## src/hw/rtl/hlts_pkg.sv

```systemverilog
// ----------------------------------------------------------------------------
// hlts_pkg
// Shared types, constants and byte classes for the HTML link tag scanner.
// ----------------------------------------------------------------------------
package hlts_pkg;

    localparam int unsigned BYTE_W     = 8;
    localparam int unsigned EVENT_W    = 3;
    localparam int unsigned URL_LEN_W  = 11;
    localparam int unsigned TEXT_LEN_W = 9;
    localparam int unsigned STEP_W     = 4;

    localparam logic [URL_LEN_W-1:0]  URL_MAX  = 11'd1024;
    localparam logic [TEXT_LEN_W-1:0] TEXT_MAX = 9'd256;

    // highest byte value treated as whitespace
    localparam logic [BYTE_W-1:0] CH_BLANK = 8'd32;
    localparam logic [BYTE_W-1:0] CH_LT    = 8'h3C;
    localparam logic [BYTE_W-1:0] CH_GT    = 8'h3E;
    localparam logic [BYTE_W-1:0] CH_EQ    = 8'h3D;
    localparam logic [BYTE_W-1:0] CH_SLASH = 8'h2F;
    localparam logic [BYTE_W-1:0] CH_QUOTE = 8'h22;
    localparam logic [BYTE_W-1:0] CH_CASE  = 8'h20;

    typedef enum logic [EVENT_W-1:0] {
        EV_NONE        = 3'd0,
        EV_URL         = 3'd1,
        EV_TEXT        = 3'd2,
        EV_ANCHOR_DONE = 3'd3,
        EV_FRAME_DONE  = 3'd4
    } t_event;

    // classified byte handed from front to back
    typedef struct packed {
        logic [BYTE_W-1:0] data;
        logic              ws;
        logic              lt;
        logic              gt;
        logic              eq;
        logic              slash;
        logic              quote;
        logic              l_a;
        logic              l_c;
        logic              l_e;
        logic              l_f;
        logic              l_h;
        logic              l_m;
        logic              l_r;
        logic              l_s;
    } t_cls;

endpackage

```

## src/hw/rtl/hlts_if.sv

```systemverilog
// ----------------------------------------------------------------------------
// hlts_in_if / hlts_out_if
// Valid/ready channels for the input byte and the result beat.
// ----------------------------------------------------------------------------
interface hlts_in_if;
    import hlts_pkg::*;

    logic              valid;
    logic              ready;
    logic [BYTE_W-1:0] data_byte;

    modport source (output valid, output data_byte, input ready);
    modport sink   (input valid, input data_byte, output ready);
endinterface

interface hlts_out_if;
    import hlts_pkg::*;

    logic                  valid;
    logic                  ready;
    logic [EVENT_W-1:0]    event_kind;
    logic [BYTE_W-1:0]     out_byte;
    logic [URL_LEN_W-1:0]  url_length;
    logic [TEXT_LEN_W-1:0] text_length;
    logic                  overflow;

    modport source (output valid, output event_kind, output out_byte,
                    output url_length, output text_length, output overflow,
                    input ready);
    modport sink   (input valid, input event_kind, input out_byte,
                    input url_length, input text_length, input overflow,
                    output ready);
endinterface

```

## src/hw/rtl/hlts_front.sv

```systemverilog
// ----------------------------------------------------------------------------
// hlts_front
// Accepts input bytes and classifies them for the scanner back end.
// ----------------------------------------------------------------------------
module hlts_front (
    hlts_in_if.sink          i_in,
    input  logic             i_q_ready,
    output logic             o_push,
    output hlts_pkg::t_cls   o_cls
);
    import hlts_pkg::*;

    logic [BYTE_W-1:0] lower;

    assign i_in.ready = i_q_ready;
    assign o_push     = i_in.valid & i_q_ready;
    assign lower      = i_in.data_byte | CH_CASE;

    always_comb begin
        o_cls       = '0;
        o_cls.data  = i_in.data_byte;
        o_cls.ws    = (i_in.data_byte <= CH_BLANK);
        o_cls.lt    = (i_in.data_byte == CH_LT);
        o_cls.gt    = (i_in.data_byte == CH_GT);
        o_cls.eq    = (i_in.data_byte == CH_EQ);
        o_cls.slash = (i_in.data_byte == CH_SLASH);
        o_cls.quote = (i_in.data_byte == CH_QUOTE);
        o_cls.l_a   = (lower == 8'h61);
        o_cls.l_c   = (lower == 8'h63);
        o_cls.l_e   = (lower == 8'h65);
        o_cls.l_f   = (lower == 8'h66);
        o_cls.l_h   = (lower == 8'h68);
        o_cls.l_m   = (lower == 8'h6D);
        o_cls.l_r   = (lower == 8'h72);
        o_cls.l_s   = (lower == 8'h73);
    end

endmodule

```

## src/hw/rtl/hlts_queue.sv

```systemverilog
// ----------------------------------------------------------------------------
// hlts_queue
// Two-entry queue of classified bytes between front and back.
// ----------------------------------------------------------------------------
module hlts_queue (
    input  logic             i_clk,
    input  logic             i_rst_n,
    input  logic             i_push,
    input  hlts_pkg::t_cls   i_cls,
    output logic             o_ready,
    input  logic             i_pop,
    output hlts_pkg::t_cls   o_cls,
    output logic             o_valid
);
    import hlts_pkg::*;

    t_cls       r_mem [2];
    logic       r_wr_ptr;
    logic       r_rd_ptr;
    logic [1:0] r_count;
    logic [1:0] n_count;

    assign o_ready = (r_count != 2'd2);
    assign o_valid = (r_count != 2'd0);
    assign o_cls   = r_mem[r_rd_ptr];

    always_comb begin
        n_count = r_count;
        if (i_push && !(i_pop && o_valid)) begin
            n_count = 2'(r_count + 2'd1);
        end else if (!i_push && i_pop && o_valid) begin
            n_count = 2'(r_count - 2'd1);
        end
    end

    always_ff @(posedge i_clk) begin
        if (!i_rst_n) begin
            r_wr_ptr <= 1'b0;
            r_rd_ptr <= 1'b0;
            r_count  <= 2'd0;
        end else begin
            r_count <= n_count;
            if (i_push) begin
                r_wr_ptr <= ~r_wr_ptr;
            end
            if (i_pop && o_valid) begin
                r_rd_ptr <= ~r_rd_ptr;
            end
        end
    end

    always_ff @(posedge i_clk) begin
        if (i_push) begin
            r_mem[r_wr_ptr] <= i_cls;
        end
    end

endmodule

```

## src/hw/rtl/hlts_back.sv

```systemverilog
// ----------------------------------------------------------------------------
// hlts_back
// Tag matcher, length counters and registered result beat.
// ----------------------------------------------------------------------------
module hlts_back (
    input  logic             i_clk,
    input  logic             i_rst_n,
    input  hlts_pkg::t_cls   i_cls,
    input  logic             i_cls_valid,
    output logic             o_pop,
    hlts_out_if.source       o_out
);
    import hlts_pkg::*;

    typedef enum logic [3:0] {
        MODE_IDLE   = 4'b0001,
        MODE_ANCHOR = 4'b0010,
        MODE_FRAME  = 4'b0100,
        MODE_TEXT   = 4'b1000
    } t_mode;

    t_mode                 r_mode, n_mode;
    logic [STEP_W-1:0]     r_step, n_step;
    logic [URL_LEN_W-1:0]  r_url, n_url;
    logic [TEXT_LEN_W-1:0] r_text, n_text;
    logic                  r_ovf, n_ovf;

    logic                  r_out_valid;
    t_event                r_event, n_event;
    logic [BYTE_W-1:0]     r_echo, n_echo;
    logic [URL_LEN_W-1:0]  r_url_len;
    logic [TEXT_LEN_W-1:0] r_text_len;
    logic                  r_out_ovf;

    logic pop;
    logic skip;
    logic want_url;
    logic want_text;
    logic done;

    assign pop   = i_cls_valid && (!r_out_valid || o_out.ready);
    assign o_pop = pop;

    always_comb begin
        skip = 1'b0;
        if (i_cls.ws) begin
            unique case (r_mode)
                MODE_IDLE:   skip = 1'b1;
                MODE_ANCHOR: skip = (r_step != 4'd2) && (r_step != 4'd10);
                MODE_FRAME:  skip = (r_step != 4'd6);
                default:     skip = 1'b0;
            endcase
        end
    end

    always_comb begin
        n_mode    = r_mode;
        n_step    = r_step;
        n_url     = r_url;
        n_text    = r_text;
        n_ovf     = r_ovf;
        n_event   = EV_NONE;
        n_echo    = '0;
        want_url  = 1'b0;
        want_text = 1'b0;
        done      = 1'b0;
        if (!skip) begin
            unique case (r_mode)
                MODE_IDLE: begin
                    if (r_step == 4'd0) begin
                        if (i_cls.lt) n_step = 4'd1;
                    end else if (r_step == 4'd1) begin
                        if (i_cls.l_a) begin
                            n_step = 4'd2;
                            n_mode = MODE_ANCHOR;
                        end else if (i_cls.l_f) begin
                            n_step = 4'd2;
                            n_mode = MODE_FRAME;
                        end else begin
                            n_step = 4'd0;
                        end
                    end else begin
                        n_step = 4'd0;
                    end
                end
                MODE_ANCHOR: begin
                    case (r_step)
                        4'd2: n_step = i_cls.ws ? 4'd3 : 4'd0;
                        4'd3: begin
                            if (i_cls.l_h) n_step = 4'd4;
                            else if (i_cls.gt) n_step = 4'd0;
                        end
                        4'd4: n_step = i_cls.l_r ? 4'd5 : 4'd3;
                        4'd5: n_step = i_cls.l_e ? 4'd6 : 4'd3;
                        4'd6: n_step = i_cls.l_f ? 4'd7 : 4'd3;
                        4'd7: n_step = i_cls.eq ? 4'd8 : 4'd0;
                        4'd8: begin
                            if (i_cls.quote) begin
                                n_step = 4'd9;
                            end else begin
                                n_step   = 4'd10;
                                want_url = 1'b1;
                            end
                        end
                        4'd9: begin
                            if (i_cls.quote) n_step = 4'd10;
                            else want_url = 1'b1;
                        end
                        4'd10: begin
                            if (i_cls.gt) begin
                                n_step = 4'd1;
                                n_mode = MODE_TEXT;
                            end else begin
                                want_url = 1'b1;
                            end
                        end
                        default: n_step = 4'd0;
                    endcase
                end
                MODE_FRAME: begin
                    case (r_step)
                        4'd2:  n_step = i_cls.l_r ? 4'd3 : 4'd0;
                        4'd3:  n_step = i_cls.l_a ? 4'd4 : 4'd0;
                        4'd4:  n_step = i_cls.l_m ? 4'd5 : 4'd0;
                        4'd5:  n_step = i_cls.l_e ? 4'd6 : 4'd0;
                        4'd6:  n_step = i_cls.ws ? 4'd7 : 4'd0;
                        4'd7:  n_step = i_cls.l_s ? 4'd8 : 4'd7;
                        4'd8:  n_step = i_cls.l_r ? 4'd9 : 4'd7;
                        4'd9:  n_step = i_cls.l_c ? 4'd10 : 4'd7;
                        4'd10: n_step = i_cls.eq ? 4'd11 : 4'd7;
                        4'd11: n_step = i_cls.quote ? 4'd12 : 4'd0;
                        4'd12: begin
                            if (i_cls.quote) begin
                                n_step  = 4'd0;
                                n_event = EV_FRAME_DONE;
                                done    = 1'b1;
                            end else begin
                                want_url = 1'b1;
                            end
                        end
                        default: n_step = 4'd0;
                    endcase
                end
                MODE_TEXT: begin
                    case (r_step)
                        4'd1: begin
                            if (i_cls.lt) n_step = 4'd2;
                            else want_text = 1'b1;
                        end
                        4'd2: n_step = i_cls.slash ? 4'd3 : 4'd5;
                        4'd3: n_step = i_cls.l_a ? 4'd4 : 4'd5;
                        4'd4: begin
                            if (i_cls.gt || i_cls.ws) begin
                                n_step  = 4'd0;
                                n_event = EV_ANCHOR_DONE;
                                done    = 1'b1;
                            end
                        end
                        4'd5: begin
                            if (i_cls.gt) n_step = 4'd1;
                        end
                        default: n_step = 4'd0;
                    endcase
                end
                default: n_step = 4'd0;
            endcase

            // saturating collection; a byte at the limit is dropped
            if (want_url) begin
                if (r_url >= URL_MAX) begin
                    n_ovf = 1'b1;
                end else begin
                    n_url   = URL_LEN_W'(r_url + 1'b1);
                    n_echo  = i_cls.data;
                    n_event = EV_URL;
                end
            end
            if (want_text) begin
                if (r_text >= TEXT_MAX) begin
                    n_ovf = 1'b1;
                end else begin
                    n_text  = TEXT_LEN_W'(r_text + 1'b1);
                    n_echo  = i_cls.data;
                    n_event = EV_TEXT;
                end
            end
            if (n_step == 4'd0) begin
                n_mode = MODE_IDLE;
            end
        end
    end

    always_ff @(posedge i_clk) begin
        if (!i_rst_n) begin
            r_mode      <= MODE_IDLE;
            r_step      <= '0;
            r_url       <= '0;
            r_text      <= '0;
            r_ovf       <= 1'b0;
            r_out_valid <= 1'b0;
        end else begin
            if (pop) begin
                r_mode <= n_mode;
                r_step <= n_step;
                // done beat reports final lengths, then the link state clears
                if (done) begin
                    r_url  <= '0;
                    r_text <= '0;
                    r_ovf  <= 1'b0;
                end else begin
                    r_url  <= n_url;
                    r_text <= n_text;
                    r_ovf  <= n_ovf;
                end
                r_out_valid <= 1'b1;
            end else if (o_out.ready) begin
                r_out_valid <= 1'b0;
            end
        end
    end

    always_ff @(posedge i_clk) begin
        if (pop) begin
            r_event    <= n_event;
            r_echo     <= n_echo;
            r_url_len  <= n_url;
            r_text_len <= n_text;
            r_out_ovf  <= n_ovf;
        end
    end

    assign o_out.valid       = r_out_valid;
    assign o_out.event_kind  = r_event;
    assign o_out.out_byte    = r_echo;
    assign o_out.url_length  = r_url_len;
    assign o_out.text_length = r_text_len;
    assign o_out.overflow    = r_out_ovf;

endmodule

```

## src/hw/rtl/html_link_tag_scanner_core.sv

```systemverilog
// ----------------------------------------------------------------------------
// html_link_tag_scanner_core
// Finds anchor href and frame src links in an HTML byte stream.
// ----------------------------------------------------------------------------
// Path: each input byte is written into the queue, then the back registers the result beat.
// Throughput: one byte per cycle while the output is not stalled.
// The two-entry queue and the output register let input and output stall apart.
// Reset (synchronous, active low) clears the matcher, counts and queue;
// no clearing pass, input accepted as soon as reset is released.
// ----------------------------------------------------------------------------
module html_link_tag_scanner_core (
    input  logic       i_clk,
    input  logic       i_rst_n,
    hlts_in_if.sink    i_in,
    hlts_out_if.source o_out
);
    import hlts_pkg::*;

    t_cls   front_cls;
    t_cls   q_cls;
    logic   push;
    logic   q_ready;
    logic   q_valid;
    logic   q_pop;

    hlts_front u_front (
        .i_in      (i_in),
        .i_q_ready (q_ready),
        .o_push    (push),
        .o_cls     (front_cls)
    );

    hlts_queue u_queue (
        .i_clk   (i_clk),
        .i_rst_n (i_rst_n),
        .i_push  (push),
        .i_cls   (front_cls),
        .o_ready (q_ready),
        .i_pop   (q_pop),
        .o_cls   (q_cls),
        .o_valid (q_valid)
    );

    hlts_back u_back (
        .i_clk       (i_clk),
        .i_rst_n     (i_rst_n),
        .i_cls       (q_cls),
        .i_cls_valid (q_valid),
        .o_pop       (q_pop),
        .o_out       (o_out)
    );

endmodule

```

## src/flat_wrapper.sv

```systemverilog
// flat-port wrapper written by rule: the top's interface ports become plain ports
module html_link_tag_scanner_core_flat import hlts_pkg::*;
  (i_clk, i_rst_n, i_in_valid, i_in_data_byte, i_in_ready, o_out_valid, o_out_event_kind, o_out_out_byte, o_out_url_length, o_out_text_length, o_out_overflow, o_out_ready);
  hlts_in_if i_in_i ();
  hlts_out_if o_out_i ();
  input  logic i_clk;
  input  logic i_rst_n;
  input wire logic [$bits(i_in_i.valid)-1:0] i_in_valid;
  input wire logic [$bits(i_in_i.data_byte)-1:0] i_in_data_byte;
  output wire logic [$bits(i_in_i.ready)-1:0] i_in_ready;
  output wire logic [$bits(o_out_i.valid)-1:0] o_out_valid;
  output wire logic [$bits(o_out_i.event_kind)-1:0] o_out_event_kind;
  output wire logic [$bits(o_out_i.out_byte)-1:0] o_out_out_byte;
  output wire logic [$bits(o_out_i.url_length)-1:0] o_out_url_length;
  output wire logic [$bits(o_out_i.text_length)-1:0] o_out_text_length;
  output wire logic [$bits(o_out_i.overflow)-1:0] o_out_overflow;
  input wire logic [$bits(o_out_i.ready)-1:0] o_out_ready;
  assign i_in_i.valid = i_in_valid;
  assign i_in_i.data_byte = i_in_data_byte;
  assign i_in_ready = i_in_i.ready;
  assign o_out_valid = o_out_i.valid;
  assign o_out_event_kind = o_out_i.event_kind;
  assign o_out_out_byte = o_out_i.out_byte;
  assign o_out_url_length = o_out_i.url_length;
  assign o_out_text_length = o_out_i.text_length;
  assign o_out_overflow = o_out_i.overflow;
  assign o_out_i.ready = o_out_ready;
  html_link_tag_scanner_core u_core (.i_clk(i_clk), .i_rst_n(i_rst_n), .i_in(i_in_i), .o_out(o_out_i));
endmodule
```

## config.mk

```make
export PLATFORM = sky130hd
export DESIGN_NAME = html_link_tag_scanner_core_flat
export DESIGN_NICKNAME = d
export VERILOG_FILES = /design/src/hw/rtl/hlts_pkg.sv /design/src/hw/rtl/hlts_if.sv /design/src/hw/rtl/hlts_front.sv /design/src/hw/rtl/hlts_queue.sv /design/src/hw/rtl/hlts_back.sv /design/src/hw/rtl/html_link_tag_scanner_core.sv /design/src/flat_wrapper.sv
export SDC_FILE = /design/constraint.sdc
export NUM_CORES = 1
export LEC_CHECK = 0
export BUFFER_PORTS_ARGS = -buffer_cell sky130_fd_sc_hd__buf_2
export CAP_MARGIN = 15
export CORE_ASPECT_RATIO = 0.9
export CORE_UTILIZATION = 34
export DETAILED_ROUTE_END_ITERATION = 7
export PLACE_DENSITY = 0.53
export SETUP_SLACK_MARGIN = 0.15
export SLEW_MARGIN = 20
export SYNTH_ARGS = -nofsm -noshare
export SYNTH_HDL_FRONTEND = slang
export SYNTH_SLANG_ARGS = --single-unit
```

## constraint.sdc

```tcl
create_clock -name i_clk -period 3.4 [get_ports i_clk]
set_input_delay 0.34 -clock i_clk [delete_from_list [all_inputs] [get_ports i_clk]]
set_output_delay 0.34 -clock i_clk [all_outputs]
set_load 0.02 [all_outputs]
```

=== Word level (Yosys, flattened, before mapping) ===
Memories as Yosys holds them, arrays and structs flattened. A register that Yosys moved wholly into a read port is not among the register bits.
Cells that the tools add are included.

* Memories kept: 1
* Memory bits (writable): 44
* Register bits: 66
* Input bits: 12

* Add/subtract/negate cells: 4
* Eq/ne operators: 38
* Bitwise operators: 4
* Reduce and logical (&&, ||, !) cells: 20
* Order comparisons: 3
* Mux-type cells: 96

{| class="wikitable"
|+ Memories
! memory !! depth !! width !! rd ports !! clocked after Yosys merged registers in !! write ports !! line !! source
|-
| u_core.u_queue.r_mem || 2 || 22 || 1 || 1 || 1 || hlts_queue.sv:17 || <nowiki>t_cls r_mem [2];</nowiki>
|}

{| class="wikitable"
|+ Operators by type and width
! kind !! number
|-
| $mux 4 || 24
|-
| $eq 7x6->1 const B || 8
|-
| $mux 11 || 4
|-
| $pmux 4 s11 || 1
|-
| $mux 3 || 14
|-
| $eq 8x6->1 const B || 5
|-
| $mux 9 || 4
|-
| $pmux 4 s9 || 1
|-
| $mux 8 || 4
|-
| $mux 1 || 27
|-
| $eq 4x4->1 const B || 6
|-
| $eq 4x3->1 const B || 5
|-
| $pmux 4 s5 || 1
|-
| $mux 2 || 9
|-
| $pmux 4 s4 || 1
|-
| $eq 4x2->1 const B || 3
|-
| $ne 3x3->1 const B || 4
|-
| $add 11x1->11 const B || 1
|-
| $ge 11x11->1 const B || 1
|-
| $add 9x1->9 const B || 1
|-
| $ge 9x9->1 const B || 1
|-
| $eq 4x1->1 const B || 2
|-
| $le 8x6->1 const B || 1
|-
| $logic_not 4->1 || 2
|-
| other kinds (20) || 35
|}

=== Logic depth before layout (Yosys ltp) ===
Gate-level depths: netlist of run 1.

* Depth after elaboration: 10
* Mapped depth: 10
* Gate-level depth less buffers: 7

=== Hierarchy ===
From an unflattened synthesis of run 1, not the netlist that was laid out.

* Cells, all modules: 518
* Area, all modules: 5903.2 sq um

{| class="wikitable"
|+ By module, submodules not included
! module !! instances !! area each (sq um) !! seq. area each (sq um) !! cells each
|-
| hlts_back || 1 || 3788.6 || 1561.5 || 385
|-
| hlts_queue || 1 || 1821.7 || 1421.4 || 93
|-
| hlts_front || 1 || 292.8 || 0.0 || 40
|}

=== Worst setup path after synthesis of run 1 ===
OpenSTA, ideal clock, no wires.

* Path type: flip-flop to flip-flop
* Start point: register u_core.u_back.r_out_valid, in the netlist u_core.u_back.o_out.valid
* End point: register u_core.u_back.r_text[0]
* Data required time: 3.308 ns
* Clock period less this slack: 2.489 ns
* Arrival time: 2.397 ns
* Setup time: 0.092 ns
* Stages on the path, launching flop included: 7
* Slack: 0.911 ns
* Cell sequence: dfxtp_1 nand2b_1 o21ai_1 inv_1 clkbuf_1 nand2_1 o32ai_1

* Cells in the longest elaborated chain, start to end: 3

{| class="wikitable"
|+ Ends and longest elaborated chain
! item !! line !! source
|-
| start: declaration || hlts_back.sv:28 || <nowiki>logic r_out_valid;</nowiki>
|-
| start signal: assignment || hlts_back.sv:200 || <nowiki>r_out_valid <= 1'b0;</nowiki>
|-
| start signal: assignment || hlts_back.sv:215 || <nowiki>r_out_valid <= 1'b1;</nowiki>
|-
| start signal: assignment || hlts_back.sv:217 || <nowiki>r_out_valid <= 1'b0;</nowiki>
|-
| $logic_not 1->1 || hlts_back.sv:41 || <nowiki>assign pop = i_cls_valid && (!r_out_valid || o_out.ready);</nowiki>
|-
| $logic_or 1x1->1 || hlts_back.sv:41 ||
|-
| $logic_and 1x1->1 || hlts_back.sv:41 ||
|-
| named net u_core.q_pop || html_link_tag_scanner_core.sv:24 || <nowiki>logic q_pop;</nowiki>
|-
| end signal: assignment || hlts_back.sv:212 || <nowiki>r_text <= n_text;</nowiki>
|-
| end: declaration || hlts_back.sv:25 || <nowiki>logic [TEXT_LEN_W-1:0] r_text, n_text;</nowiki>
|}

The timed path passes the listed nets, and every way through them passes these cells.
A chain may end at the register's enable or synchronous reset.

==> metrics.txt, run 1 <==
cts repair resizes=0; DRC violations left=0; die area=16800 µm²; hold path startpoint=i_in_data_byte[4]; most frequent cell after synthesis=edfxtp_1; hold endpoint=u_core.u_queue.r_mem[0][18]; Initial Utilization=35.3%; Worst-Skew Late Latency=0.36 ns; share of cells above drive strength 1=17.0%; CORE AREA=15700 µm²; leading area contributor after synthesis=edfxtp_1; setup TNS=0 ns; leakage=2.12 nW; synth top area cells=edfxtp_1 (41%), dfxtp_1 (13%), mux2i_1 (5.3%); placement row count=43; fin util=40.2%; drt pass-1 iters=5; clk buf depth=2; I/O pin cnt=46; fraction of registers with async set or reset after synthesis=0%; critical path class=reg -> reg; total power=4.00 mW; Routability Congestion=0.882; GR Overflow Total=0; WL per Instance=16.5 µm; Avg Cell Area, Syn=10.9 µm²; ys flop type=edfxtp_1; area grow syn2layout=14.0%; initial antenna violation count=0; GRT Overall Usage=15.7%; path depth of the worst reg2reg path=7; Hold Worst Slack=0.225 ns; CP endpoint kind=register; placed insts=746; number of global-route vias before repair=3866; fmax=0.349 GHz; worst-margin pin slew=0.816 ns; Synth top area share=41.3%; Crit path required time=3.64 ns; hold buffers post-CTS=0; port bufs=45; Synth Register Bits=111; Yosys cell types=68; CTS tree=yes; Post-synth top cells=edfxtp_1 (76), nand2_1 (46), nor2_1 (40); Reg2Reg Setup Slack=0.53 ns; startpoint types=register; first-pass GRT wire length=20200 µm; post-route insts no fill=762; Sink Count=111; post-DP HPWL=9130 µm; Ys Warns=0; die width=136 µm; Routed Antenna Nets=0; CTS clk-pin slew, worst paths=0.08 ns; First DRT Iteration DRCs=237; Post-Layout Inst Area=6300 µm²; Arr. time, crit path=3.10 ns; layout net count=571; Hold WC Path Type=in -> reg; sequential-to-total area share from yosys stat=54.0%; CTS H-tree depth=3; final hold violations=0; hold depth=1; Register Area=2980 µm²; dpl cell area=6010 µm²; Via Count=4114; largest net degree at the start of global routing=23; antenna cell count=0; Post-synth EDFFs=76; Post-Syn Nets=522; FILL cells=1506; Gate Count Post-Synth=506; clock buffer count from CTS=9; Final setup viols=0; worst r2r dst=u_core.u_back.r_mode[2]; Chip Height=123 µm; Tmin final=2.87 ns; status=complete, no violations; Peak VDD IR=0.000373 V; WL final=12500 µm; CP Max Fanout=14; Slew headroom=45.2%; RSZ-0062 raised after global routing=no; Root Buffer=clkbuf_16; max-cap viol count=0; pre-CTS setup slack=0.554 ns; final worst setup slack=0.532 ns; Post-Syn Area=5520 µm²; setup bufs post-CTS=0; crit share post-route=84.4%; vias per cell=5.40; multi-input logic area=2380 µm²; pins over their slew limit=0; pwr dens=634 nW/µm²; clock skew=0.00923 ns
-- routing by layer --
layer	GRT usage, %	share of wire (%)	vias up
met5	0	0	-
met4	4.86	1.1	0
met3	3.57	4.3	12
met2	24.7	46	94
met1	21.5	48	2008
li1	-	-	2000
-- critical path, stage by stage (launching register included) --
cell and delay, ns:
dfxtp_1 0.44, buf_4 0.28, mux2i_1 0.56, a211o_1 0.28, o211ai_1 0.12, a221o_1 0.31, or4_1 0.58, nor3b_1 0.17
-- placed cells by master, fill, tap and decap left out, types with 9 or more instances in the layout --
cell type and count:
nor4_1 9, nor2_1 40, edfxtp_1 76, o21ai_0 17, nand3_1 20, mux2i_1 29, clkbuf_16 9, dfxtp_1 35
buf_4 15, nand2_1 46, buf_2 45, inv_1 14, a21oi_1 37, nand2b_1 20, xnor2_1 16
-- cell families (layout without fill, tap and decap cells) --
family,Yosys count,in the layout,share of synthesized area (%)
AOI/OAI and AO/OA,104,104,13.0
xor gates and xnor gates,20,20,3.17
adders and majority gates,4,4,0.906
buffers and inverters,36,90,2.90
DFF,111,111,54.0
muxes,33,33,6.07
and+or+nand+nor,198,198,19.9
-- sequential cells by signal, summed over array words and instances, names as in the netlist, 2 cells and up, named ones only --
name / flops
u_core.u_back.o_out.event_kind: 3
u_core.u_queue.r_mem: 44
u_core.u_back.r_step: 4
u_core.u_back.o_out.text_length: 9
u_core.u_queue.r_count: 2
u_core.u_back.o_out.out_byte: 8
u_core.u_back.o_out.url_length: 11
u_core.u_back.r_text: 9
u_core.u_back.r_url: 11
u_core.u_back.r_mode: 4
-- worst max-delay path by stage --
stage | from | end | slack, ns | cells after the start
after floorplan | u_core.u_back.o_out.valid | u_core.u_back.r_text[0] | 0.91 | 6
after global placement | register | u_core.u_back.r_mode[3] | 0.52 | 7
after detailed placement | register | u_core.u_back.r_mode[2] | 0.55 | 7
after CTS | register | u_core.u_back.r_mode[2] | 0.51 | 7
after global routing | u_core.u_back.r_step[3] | u_core.u_back.r_url[4] | 0.30 | 7
final | register | u_core.u_back.r_mode[2] | 0.53 | 7
-- power by group --
part | switching, mW | internal (mW) | total (mW)
clock | 0.497 | 0.528 | 1.02
sequential | 0.109 | 1.64 | 1.75
combinational | 0.804 | 0.416 | 1.22
total | 1.41 | 2.59 | 4.00
-- final cells by class --
cell class / instances / share of cell area [%]
clock buffer: 10 / 3.79
clock inverter: 6 / 0.854
inverter: 14 / 0.834
multi-input combinational: 359 / 37.8
sequential: 111 / 47.4
tap: 202 / 4.01
timing repair buffer: 60 / 5.36
No activity file was read; power rests on OpenSTA's default activity.
==> run 2, diff against run 1 <==
==> constraint.sdc (replaced) <==
create_clock -name i_clk -period 3 [get_ports i_clk]
set_input_delay 0.3 -clock i_clk [delete_from_list [all_inputs] [get_ports i_clk]]
set_output_delay 0.3 -clock i_clk [all_outputs]
set_load 0.02 [all_outputs]
==> metrics.txt, run 2 (synthesis gave the netlist of run 1 again) <==
final hold violations=0 (unchanged); Routability Congestion=0.904 (+2.6%); final worst setup slack=0.335 ns (-0.197 ns); Crit path required time=3.21 ns (-0.43 ns); Final setup viols=0 (unchanged); layout net count=592 (+3.7%); DRC violations left=0 (unchanged); CTS H-tree depth=3 (unchanged); CP Cell Sequence=mux2_1 -> a32oi_1 -> o211ai_1 -> o41ai_1 -> nand2_1 -> or4_1 -> nor3b_1; Arr. time, crit path=2.88 ns (-0.22 ns); vias per cell=5.33 (-1.2%); pwr dens=730 nW/µm² (+15%); initial antenna violation count=0 (unchanged); critical path class=reg -> reg; antenna cell count=0 (unchanged); leakage=2.25 nW (+5.9%); fin util=41.6% (+1.4 points); commonest non-fill, non-tap cell in the layout=edfxtp_1; Slew headroom=44.4% (-0.79 points); path depth of the worst reg2reg path=7 (unchanged); Sink Count=111 (unchanged); clock skew=0.00688 ns (-0.00235 ns); port bufs=45 (unchanged); Via Count=4177 (+1.5%); I/O pin cnt=46 (unchanged); clk buf depth=2 (unchanged); Peak VDD IR=0.000349 V (-6.4%); hold depth=1 (unchanged); First DRT Iteration DRCs=295 (+24%); pre-CTS setup slack=0.124 ns (-0.430 ns); placement row count=43 (unchanged); die width=136 µm (unchanged); Initial Utilization=35.3% (unchanged); hold buffers post-CTS=0 (unchanged); first-pass GRT wire length=20900 µm (+3.7%); share of cells above drive strength 1=20.8% (+3.9 points); fmax=0.375 GHz (+7.6%); CP max stage delay=0.53 ns (-0.05 ns); Post-Layout Inst Area=6510 µm² (+3.4%); CTS tree=yes; clock buffer count from CTS=9 (unchanged); GRT Overall Usage=16.4% (+0.75 points); die area=16800 µm² (unchanged); crit share post-route=88.8% (+4.5 points); post-DP HPWL=9530 µm (+4.3%); GR Overflow Total=0 (unchanged); CTS clk-pin slew, worst paths=0.08 ns (about the same); startpoint types=register; Routed Antenna Nets=0 (unchanged); largest net degree at the start of global routing=24 (+4.3%); CP endpoint kind=register; pins over their slew limit=0 (unchanged); Tmin final=2.66 ns (-0.203 ns); max-cap viol count=0 (unchanged); number of global-route vias before repair=4015 (+3.9%); CORE AREA=15700 µm² (unchanged); RSZ-0062 raised after global routing=no; status=complete, no violations; setup TNS=0 ns (unchanged); dpl cell area=6180 µm² (+2.8%); Worst-Skew Late Latency=0.36 ns (about the same); area grow syn2layout=17.9%; worst-margin pin slew=0.833 ns (+0.0170 ns); CP max stage cell=or4_1; WL final=13000 µm (+3.3%); WL per Instance=16.6 µm (+0.53%); most frequent cells in the layout=edfxtp_1 (76), nand2_1 (46), buf_2 (45); Chip Height=123 µm (unchanged); Root Buffer=clkbuf_16; drt pass-1 iters=4 (-1); max reg flops=44 (unchanged); Reg with most FFs=u_core.u_queue.r_mem; CP Max Fanout=10 (-4); Hold WC Path Type=in -> reg
[run 2: changes by cell type in the layout (fill, tap and decap cells not counted), moves of 3 or more]
| cell | delta |
|---|---|
| dfxtp_2 | +3 |
| inv_8 | +3 |
| dfxtp_1 | -3 |
| buf_4 | +20 |
[run 2: repair_timing]
item,in CTS,in global routing
buffers inserted,0,0
resized for setup,2,3
endpoints found under the setup margin,3,20
[run 2: final timing paths]
check / startpoint / endpoint / slack [ns]
worst min-delay path: i_in_data_byte[7] / u_core.u_queue.r_mem[0][21] / 0.18
worst max-delay path: register / u_core.u_back.r_mode[3] / 0.34
worst max register to register: register / u_core.u_back.r_mode[3] / 0.34
worst min register to register: u_core.u_back.r_ovf / u_core.u_back.r_ovf / 0.47
[run 2: worst max-delay path: cells and delay by family, from the launching register on]
family / cells / cell delay (ns)
flip-flops: 1 / 0.48
multiplexers: 1 / 0.42
AO/OA/AOI/OAI: 3 / 0.79
AND/OR/NAND/NOR: 3 / 0.83
[run 2: area by class of cell]
type	instances	area [µm²]
clock buffer	9	225
clock inverter	7	97.6
fill	1516	9140
inverter	14	52.6
multi-input combinational	359	2390
sequential	111	2990
tap	202	253
timing repair buffer	81	508
[run 2: metal layers]
metal | vias to the layer above | GRT usage, % | share of wire (%) | wire length [µm]
met2 | 101 | 25.3 | 45 | 5780
met5 | - | 0 | 0 | 0
met4 | 0 | 6.60 | 1.8 | 234
met3 | 19 | 4.39 | 4.8 | 628
li1 | 2035 | - | - | -
met1 | 2022 | 21.9 | 49 | 6320
[run 2: report_power, final]
| part | switching, mW | internal (mW) |
|---|---|---|
| Sequential | 0.132 | 1.86 |
| Clock | 0.595 | 0.675 |
| Combinational | 0.923 | 0.563 |
| Total | 1.65 | 3.10 |
[run 2: stage by stage]
step | total power, mW | hold WS, ns | std cells
6_report | 4.75 | 0.182 | 783
2_1_floorplan | 2.98 | 0.399 | 506
3_3_place_gp | 3.49 | 0.443 | 767
4_1_cts | 4.79 | 0.166 | 783
3_5_place_dp | 3.50 | 0.456 | 767
5_1_grt | 5.00 | 0.162 | 783
